===== src/rtl/core/srdc_pkg.sv =====
package srdc_pkg;

    localparam int NUM_REGS   = 48;
    localparam int IDX_W      = $clog2(NUM_REGS);
    localparam int CNT_W      = $clog2(NUM_REGS + 1);

    localparam int REG_W      = 6;
    localparam int DATA_W     = 16;
    localparam int LINE_W     = 8;
    localparam int OP_W       = 3;
    localparam int CFG_IDX_W  = 2;
    localparam int CFG_W      = 16;
    localparam int STAT_IDX_W = 6;

    localparam int S_TDATA_W  = 32;
    localparam int S_TUSER_W  = 3;
    localparam int M_TDATA_W  = 40;
    localparam int M_TUSER_W  = 2;

    localparam logic [LINE_W-1:0]     BLANK_LOW_RST  = 8'd160;
    localparam logic [LINE_W-1:0]     BLANK_HIGH_RST = 8'd226;
    localparam logic [STAT_IDX_W-1:0] STAT_IDX_RST   = 6'd2;

    typedef enum logic [OP_W-1:0] {
        OP_WRITE    = 3'd0,
        OP_WRITE_FB = 3'd1,
        OP_SET      = 3'd2,
        OP_CLEAR    = 3'd3,
        OP_READ     = 3'd4,
        OP_FLUSH    = 3'd5
    } t_op;

    typedef enum logic [CFG_IDX_W-1:0] {
        CFG_BLANK_LOW  = 2'd0,
        CFG_BLANK_HIGH = 2'd1,
        CFG_STATUS_IDX = 2'd2,
        CFG_MERGE_MASK = 2'd3
    } t_cfg;

    typedef enum logic [2:0] {
        ST_IDLE,
        ST_LOOK,
        ST_EXEC,
        ST_FL_LIST,
        ST_FL_SH,
        ST_FL_EMIT
    } t_state;

endpackage


===== src/rtl/core/shadow_register_deferred_commit.sv =====
// write, set, clear and read items go from acceptance through the look and execute states,
// where a result is loaded; a new item is taken only back in idle, paced by the sequencer and the shadow read port
// a flush walks the pending list one entry at a time: list read, shadow read, emit
// the output register lets the next request in while a result waits to be taken
// synchronous active-low reset: shadow store reads as zero, pending list empty,
// window and status index back to their defaults
module shadow_register_deferred_commit (
    input  logic                             i_clk,
    input  logic                             i_rst_n,
    input  logic                             s_tvalid,
    output logic                             s_tready,
    // reg_index[5:0], value[21:6], scanline[29:22], forced_blank[30], zero[31]
    input  logic [srdc_pkg::S_TDATA_W-1:0]   s_tdata,
    // operation[2:0]
    input  logic [srdc_pkg::S_TUSER_W-1:0]   s_tuser,
    output logic                             m_tvalid,
    input  logic                             m_tready,
    // commit_index[5:0], commit_data[21:6], read_data[37:22], zero[39:38]
    output logic [srdc_pkg::M_TDATA_W-1:0]   m_tdata,
    // commit_valid[0], merge_status[1]
    output logic [srdc_pkg::M_TUSER_W-1:0]   m_tuser,
    output logic                             m_tlast,
    input  logic                             i_cfg_we,
    input  logic [srdc_pkg::CFG_IDX_W-1:0]   i_cfg_index,
    input  logic [srdc_pkg::CFG_W-1:0]       i_cfg_data
);
    import srdc_pkg::*;

    // control
    t_state                  r_state, n_state;
    logic [CNT_W-1:0]        r_cnt, n_cnt;
    logic [IDX_W-1:0]        r_fl_i, n_fl_i;
    logic [NUM_REGS-1:0]     r_flags, n_flags;
    logic [NUM_REGS-1:0]     r_shv, n_shv;
    logic [LINE_W-1:0]       r_blank_low, n_blank_low;
    logic [LINE_W-1:0]       r_blank_high, n_blank_high;
    logic [STAT_IDX_W-1:0]   r_status_idx, n_status_idx;

    // latched request
    t_op                     r_op;
    logic [REG_W-1:0]        r_idx;
    logic [DATA_W-1:0]       r_val;
    logic [LINE_W-1:0]       r_line;
    logic                    r_fb;

    // output register
    logic                    r_m_valid, n_m_valid;
    logic                    r_m_cv, n_m_cv;
    logic                    r_m_merge, n_m_merge;
    logic                    r_m_last, n_m_last;
    logic [REG_W-1:0]        r_m_idx, n_m_idx;
    logic [DATA_W-1:0]       r_m_cdata, n_m_cdata;
    logic [DATA_W-1:0]       r_m_rdata, n_m_rdata;

    // memories
    logic [DATA_W-1:0]       r_shadow_mem [NUM_REGS];
    logic [IDX_W-1:0]        r_plist_mem  [NUM_REGS];
    logic [DATA_W-1:0]       r_sh_q;
    logic                    r_sh_ok;
    logic [IDX_W-1:0]        r_pl_q;

    logic                    in_accept;
    logic                    in_range;
    logic                    commit_now;
    logic                    out_free;
    logic                    fl_last;
    logic [DATA_W-1:0]       old_val;
    logic [DATA_W-1:0]       new_val;
    logic [IDX_W-1:0]        sh_ra;
    logic                    sh_ok;
    logic                    sh_we;
    logic                    pl_we;

    assign s_tready  = (r_state == ST_IDLE);
    assign in_accept = s_tvalid && s_tready;
    assign out_free  = !r_m_valid || m_tready;

    assign in_range  = ({1'b0, r_idx} < (REG_W + 1)'(NUM_REGS));
    assign old_val   = r_sh_ok ? r_sh_q : '0;
    // strictly inside the blanking window, or forced blank; a forced-blank-only write needs forced blank
    assign commit_now = (r_op == OP_WRITE_FB) ? r_fb
                      : (((r_line > r_blank_low) && (r_line < r_blank_high)) || r_fb);
    assign fl_last   = (CNT_W'(r_fl_i) == (r_cnt - CNT_W'(1)));

    always_comb begin
        case (r_op)
            OP_SET:   new_val = old_val | r_val;
            OP_CLEAR: new_val = old_val & ~r_val;
            default:  new_val = r_val;
        endcase
    end

    // shared shadow read port: request index or pending list entry,
    // the list entry is held while an emit waits for the output
    always_comb begin
        if (r_state == ST_FL_SH || r_state == ST_FL_EMIT) begin
            sh_ra = r_pl_q;
            sh_ok = r_shv[r_pl_q];
        end else begin
            sh_ra = IDX_W'(r_idx);
            sh_ok = in_range && r_shv[IDX_W'(r_idx)];
        end
    end

    always_ff @(posedge i_clk) begin
        if (sh_we) begin
            r_shadow_mem[IDX_W'(r_idx)] <= new_val;
        end
        r_sh_q  <= r_shadow_mem[sh_ra];
        r_sh_ok <= sh_ok;
    end

    always_ff @(posedge i_clk) begin
        if (pl_we) begin
            r_plist_mem[IDX_W'(r_cnt)] <= IDX_W'(r_idx);
        end
        r_pl_q <= r_plist_mem[r_fl_i];
    end

    always_comb begin
        n_state      = r_state;
        n_cnt        = r_cnt;
        n_fl_i       = r_fl_i;
        n_flags      = r_flags;
        n_shv        = r_shv;
        n_blank_low  = r_blank_low;
        n_blank_high = r_blank_high;
        n_status_idx = r_status_idx;
        n_m_valid    = r_m_valid && !m_tready;
        n_m_cv       = r_m_cv;
        n_m_merge    = r_m_merge;
        n_m_last     = r_m_last;
        n_m_idx      = r_m_idx;
        n_m_cdata    = r_m_cdata;
        n_m_rdata    = r_m_rdata;
        sh_we        = 1'b0;
        pl_we        = 1'b0;

        if (i_cfg_we) begin
            unique case (t_cfg'(i_cfg_index))
                CFG_BLANK_LOW:  n_blank_low  = i_cfg_data[LINE_W-1:0];
                CFG_BLANK_HIGH: n_blank_high = i_cfg_data[LINE_W-1:0];
                CFG_STATUS_IDX: n_status_idx = i_cfg_data[STAT_IDX_W-1:0];
                // merge mask writes are accepted but not stored by this block
                CFG_MERGE_MASK: ;
                default: ;
            endcase
        end

        unique case (r_state)
            ST_IDLE: begin
                if (in_accept) begin
                    n_state = ST_LOOK;
                end
            end
            ST_LOOK: begin
                if (r_op == OP_FLUSH) begin
                    if (r_cnt == '0) begin
                        n_state = ST_IDLE;
                    end else begin
                        // every flagged register is in the list, so all flags drop
                        n_flags = '0;
                        n_fl_i  = '0;
                        n_state = ST_FL_LIST;
                    end
                end else begin
                    n_state = ST_EXEC;
                end
            end
            ST_EXEC: begin
                case (r_op) inside
                    OP_READ: begin
                        if (out_free) begin
                            n_m_valid = 1'b1;
                            n_m_cv    = 1'b0;
                            n_m_merge = 1'b0;
                            n_m_last  = 1'b1;
                            n_m_idx   = '0;
                            n_m_cdata = '0;
                            n_m_rdata = old_val;
                            n_state   = ST_IDLE;
                        end
                    end
                    OP_WRITE, OP_WRITE_FB, OP_SET, OP_CLEAR: begin
                        if (!in_range) begin
                            n_state = ST_IDLE;
                        end else if (commit_now) begin
                            if (out_free) begin
                                sh_we                    = 1'b1;
                                n_shv[IDX_W'(r_idx)]     = 1'b1;
                                n_m_valid                = 1'b1;
                                n_m_cv                   = 1'b1;
                                n_m_merge                = (r_idx == r_status_idx);
                                n_m_last                 = 1'b1;
                                n_m_idx                  = r_idx;
                                n_m_cdata                = new_val;
                                n_m_rdata                = '0;
                                n_state                  = ST_IDLE;
                            end
                        end else begin
                            sh_we                = 1'b1;
                            n_shv[IDX_W'(r_idx)] = 1'b1;
                            if (!r_flags[IDX_W'(r_idx)] && (r_cnt < CNT_W'(NUM_REGS))) begin
                                pl_we                  = 1'b1;
                                n_flags[IDX_W'(r_idx)] = 1'b1;
                                n_cnt                  = r_cnt + CNT_W'(1);
                            end
                            n_state = ST_IDLE;
                        end
                    end
                    default: n_state = ST_IDLE;
                endcase
            end
            ST_FL_LIST: n_state = ST_FL_SH;
            ST_FL_SH:   n_state = ST_FL_EMIT;
            ST_FL_EMIT: begin
                if (out_free) begin
                    n_m_valid = 1'b1;
                    n_m_cv    = 1'b1;
                    n_m_merge = (REG_W'(r_pl_q) == r_status_idx);
                    n_m_last  = fl_last;
                    n_m_idx   = REG_W'(r_pl_q);
                    n_m_cdata = old_val;
                    n_m_rdata = '0;
                    if (fl_last) begin
                        n_cnt   = '0;
                        n_state = ST_IDLE;
                    end else begin
                        n_fl_i  = r_fl_i + IDX_W'(1);
                        n_state = ST_FL_LIST;
                    end
                end
            end
            default: n_state = ST_IDLE;
        endcase
    end

    always_ff @(posedge i_clk) begin
        if (!i_rst_n) begin
            r_state      <= ST_IDLE;
            r_cnt        <= '0;
            r_fl_i       <= '0;
            r_flags      <= '0;
            r_shv        <= '0;
            r_blank_low  <= BLANK_LOW_RST;
            r_blank_high <= BLANK_HIGH_RST;
            r_status_idx <= STAT_IDX_RST;
            r_m_valid    <= 1'b0;
        end else begin
            r_state      <= n_state;
            r_cnt        <= n_cnt;
            r_fl_i       <= n_fl_i;
            r_flags      <= n_flags;
            r_shv        <= n_shv;
            r_blank_low  <= n_blank_low;
            r_blank_high <= n_blank_high;
            r_status_idx <= n_status_idx;
            r_m_valid    <= n_m_valid;
        end
    end

    always_ff @(posedge i_clk) begin
        if (in_accept) begin
            r_op   <= t_op'(s_tuser[OP_W-1:0]);
            r_idx  <= s_tdata[5:0];
            r_val  <= s_tdata[21:6];
            r_line <= s_tdata[29:22];
            r_fb   <= s_tdata[30];
        end
        r_m_cv    <= n_m_cv;
        r_m_merge <= n_m_merge;
        r_m_last  <= n_m_last;
        r_m_idx   <= n_m_idx;
        r_m_cdata <= n_m_cdata;
        r_m_rdata <= n_m_rdata;
    end

    assign m_tvalid = r_m_valid;
    assign m_tdata  = {2'b00, r_m_rdata, r_m_cdata, r_m_idx};
    assign m_tuser  = {r_m_merge, r_m_cv};
    assign m_tlast  = r_m_last;

`ifndef NO_ASSERTIONS
    a_cnt_bound: assert property (@(posedge i_clk) disable iff (!i_rst_n)
        r_cnt <= CNT_W'(NUM_REGS))
        else $error("pending count beyond register count");

    a_flags_match_cnt: assert property (@(posedge i_clk) disable iff (!i_rst_n)
        (r_state == ST_IDLE || r_state == ST_LOOK || r_state == ST_EXEC)
        |-> ($countones(r_flags) == int'(r_cnt)))
        else $error("pending flags disagree with pending count");

    a_emit_in_list: assert property (@(posedge i_clk) disable iff (!i_rst_n)
        (r_state == ST_FL_EMIT) |-> ((r_cnt != '0) && (CNT_W'(r_fl_i) < r_cnt)))
        else $error("flush walks beyond the pending list");

    a_flush_empties: assert property (@(posedge i_clk) disable iff (!i_rst_n)
        (r_state == ST_FL_EMIT && out_free && fl_last) |=> (r_cnt == '0))
        else $error("pending list not emptied after flush");
`endif

endmodule


===== config.mk =====
export PLATFORM = sky130hd
export DESIGN_NAME = shadow_register_deferred_commit
export DESIGN_NICKNAME = d
export VERILOG_FILES = /design/src/rtl/core/srdc_pkg.sv /design/src/rtl/core/shadow_register_deferred_commit.sv
export SDC_FILE = /design/constraint.sdc
export NUM_CORES = 2
export LEC_CHECK = 0
export ABC_AREA = 1
export BUFFER_PORTS_ARGS = -buffer_cell sky130_fd_sc_hd__buf_2
export CELL_PAD_IN_SITES_DETAIL_PLACEMENT = 1
export CELL_PAD_IN_SITES_GLOBAL_PLACEMENT = 1
export CORE_ASPECT_RATIO = 1.5
export CORE_MARGIN = 5
export CORE_UTILIZATION = 29
export DETAILED_ROUTE_END_ITERATION = 8
export PLACE_DENSITY_LB_ADDON = 0.15
export SYNTH_ARGS = -nofsm -noshare
export SYNTH_HDL_FRONTEND = slang
export SYNTH_SLANG_ARGS = --single-unit
export TNS_END_PERCENT = 100

===== constraint.sdc =====
create_clock -name i_clk -period 5.05 [get_ports i_clk]
set_input_delay 0.505 -clock i_clk [delete_from_list [all_inputs] [get_ports i_clk]]
set_output_delay 0.505 -clock i_clk [all_outputs]
set_load 0.05 [all_outputs]

==> out/metrics.cfg <==
[setup_path]
crit_type=flip-flop to flip-flop
arrival_ns=4.24
crit_required_ns=5.72
worst_setup_path_end_kind=flip-flop
cp_max_fo=90
worst_setup_path_start_kind=flip-flop

[final_layout]
instances_no_fill=7115
finalNetCount=4682
drive_above_1_share_pct=11.2
area_growth_pct=15.5
fin_util_pct=33.7
design_area_um2=60800

[clock_tree]
cts_tree=done
clock_path_buffers=4
cts-htree-levels=4
cts_resized=0
clkSlewWorstSetupHoldPaths_ns=0.06
clk_latency_ns=0.78
numCtsBuffers=139
cts-root-buf=clkbuf_16
cts_num_sinks=1288

[floorplan]
start_util_pct=29.2
die_y_um=532
io_pins=103
coreArea_um2=180000
die_w_um=358
dieArea_um2=190000
rows=191

[place]
portBuffers=91
dp_cells=6838
pre_cts_slack_ns=1.47
hpwlAfterDp_um=110000
gp_congestion=0.788
place_area_um2=56200

[run_status]
status=finished, final reports clean

[timing]
rsz0062_at_grt=no
setup-violations-final=0
worst_slack_ns=1.48
worst_hold_slack_ns=0.0844
post-route-period-util_pct=70.7
fin_skew_ns=0.0469
slew_headroom_pct=24.9
slew_violations=0
min_period_ns=3.57
max_freq_ghz=0.280
hold_violations=0
worst_pin_slew_ns=1.13
tns_ns=0

[synthesis]
synth.area.mux_share_pct=0
synthSimpleGateAreaFrac_pct=11.1
yosysSeqAreaShare_pct=70.5
synth_edf_count=1131
ys_ff_latch=1288
synth-compound-area-share_pct=13.2
syn_area_um2=52600
synth_top_family_by_area=compound AO/OA/AOI/OAI gates
ys.flop_type=edfxtp_1
synth_fa_ha_area_share_pct=0.428
synth_top_area_share_pct=64.5
synth_cell_types=48
yosysWarnings=0
synth_xor_area_share_pct=0.376
synth_area_per_cell_um2=11.7
synthTopCellsByArea=edfxtp_1 65%, dfxtp_1 6.0%, o21ai_0 5.7%
yosysTopAreaCell=edfxtp_1
syn-instance-count=4488
synthArstFlopShare_pct=0

[hold_path]
min_path_type=primary input to flip-flop

[route]
detail-route-antenna-nets=0
drc=0
drtPass1Iterations=5
wl_um=181000
drt_iter0_markers=2324
via_count=35600
wl_per_cell_um=25.5
vias_per_cell=5.01

[global_route]
track_usage_pct=18.5
met2_usage_pct=32.1
gr-total-overflow=0
met3_usage_pct=1.96
antenna_found_initial=8
grt_max_degree=150
met1_usage_pct=24.6
busiest_layer=met2
grt_pass1_wl_um=261000
grt_pass1_vias=37000

[pwr]
p_per_area_nw_per_um2=439
power.leakage_nw=20.1
power_mw=26.7
ir_worst_vdd_mv=0.265

[run]
cap_viol_max_count=0

## cells by family after synthesis
| kind of cell | count (synthesis) |
|---|---|
| simple gates | 1443 |
| flops | 1288 |
| compound gates | 1184 |
| buf+inv | 533 |
| xor+xnor | 21 |
| fa+ha+maj | 18 |
| other cells | 1 |
## sequential cells by signal, summed over array words and instances (netlist names), 8 cells and up
signal        count
r_shadow_mem    768
r_blank_low       8
r_line            8
r_sh_q           16
r_m_cdata        16
r_plist_mem     288
r_m_rdata        16
r_shv            48
r_val            16
r_flags          48
r_blank_high      8
## per-layer routing
| metal | share of wire [%] | vias up |
|---|---|---|
| li1 | - | 16400 |
| met1 | 45 | 18400 |
| met2 | 49 | 616 |
| met3 | 3.0 | 241 |
| met4 | 2.9 | 0 |
| met5 | 0 | - |
## layout by cell type, fill, tap and decap left out, types with 14 or more instances in the layout
| cell | instances |
|---|---|
| clkinv_2 | 33 |
| o221ai_1 | 66 |
| a21oi_2 | 21 |
| o21ai_0 | 601 |
| nand3_1 | 201 |
| dfxtp_1 | 155 |
| clkbuf_1 | 23 |
| inv_1 | 223 |
| buf_2 | 91 |
| o22ai_1 | 93 |
| nand4_1 | 14 |
| edfxtp_1 | 1131 |
| o21ai_1 | 23 |
| ha_1 | 18 |
| o211ai_1 | 183 |
| nand2_1 | 365 |
| a21oi_4 | 19 |
| clkinv_1 | 25 |
| a31oi_1 | 27 |
| buf_4 | 123 |
| a21oi_1 | 134 |
| clkbuf_16 | 143 |
| nor2_1 | 800 |
| dlygate4sd3_1 | 39 |
| nand2_2 | 25 |
| nor3_1 | 15 |
## cell type report
type	count	area, um2
Antenna cell	1	2.50
Multi-Input combinational cell	2668	13500
Inverter	243	921
Sequential cell	1288	37100
Fill cell	19500	120000
Clock buffer	171	3730
Timing Repair Buffer	266	2030
Tap cell	2412	3020
Clock inverter	66	514
## repair_timing
action / CTS / global route
setup buffers: 0 / 0
endpoints found under the hold margin: 42 / 0
hold buffers: 39 / 0
## critical path, stage by stage (launching register included)
cell and delay, ns:
dfxtp_1 0.56, inv_2 0.04, nor2_1 0.31, nand2_1 0.18
nand2_4 0.16, buf_12 0.31, buf_4 0.34, o21ai_0 0.12
o211ai_1 0.25, o211ai_1 0.23, nand3_1 0.26, nand3_1 0.31
nand2_1 0.26
## report_power, final
| group | internal (mW) | total (mW) | switching [mW] | leakage (nW) |
|---|---|---|---|---|
| combinational | 1.09 | 4.58 | 3.49 | 6.56 |
| clock | 5.61 | 9.88 | 4.27 | 2.09 |
| sequential | 12.0 | 12.3 | 0.219 | 11.5 |
## worst paths after layout
check | startpoint | to | slack [ns] | cells past startpoint
max reg2reg | r_state[2]$_SDFFE_PN0P_ | r_sh_q[12]$_DFF_P_ | 1.48 | 12
min reg2reg | r_blank_high[0]$_SDFFE_PN0P_ | r_blank_high[0]$_SDFFE_PN0P_ | 0.46 | 2
max | r_state[2]$_SDFFE_PN0P_ | r_sh_q[12]$_DFF_P_ | 1.48 | 12
min | i_cfg_data[2] | r_status_idx[2]$_SDFFE_PN0P_ | 0.08 | 3
## Yosys cell counts, types with 2 or more instances
master    instances
o21ai_0         601
nand3_1         201
nor2_4            3
nand2_1         367
buf_6             8
clkbuf_1        156
a21oi_2          22
xnor2_1           9
buf_2           102
a21oi_1         151
a31o_2            3
ha_1             18
inv_1           225
nor3_1           18
dfxtp_1         157
nand3b_1          2
o211ai_1        183
xor2_1           11
o21ai_1          23
edfxtp_1       1131
buf_4            18
nand4_1          14
nor2_2            4
a21o_1            3
clkinv_1          6
buf_1             4
a31oi_1          27
o22ai_1          93
o221ai_1         66
inv_2            11
nand2_2          25
or2_2             3
buf_12            2
nor2_1          800
o21a_1            7
o31ai_1           2
No activity file was read; power rests on OpenSTA's default activity.
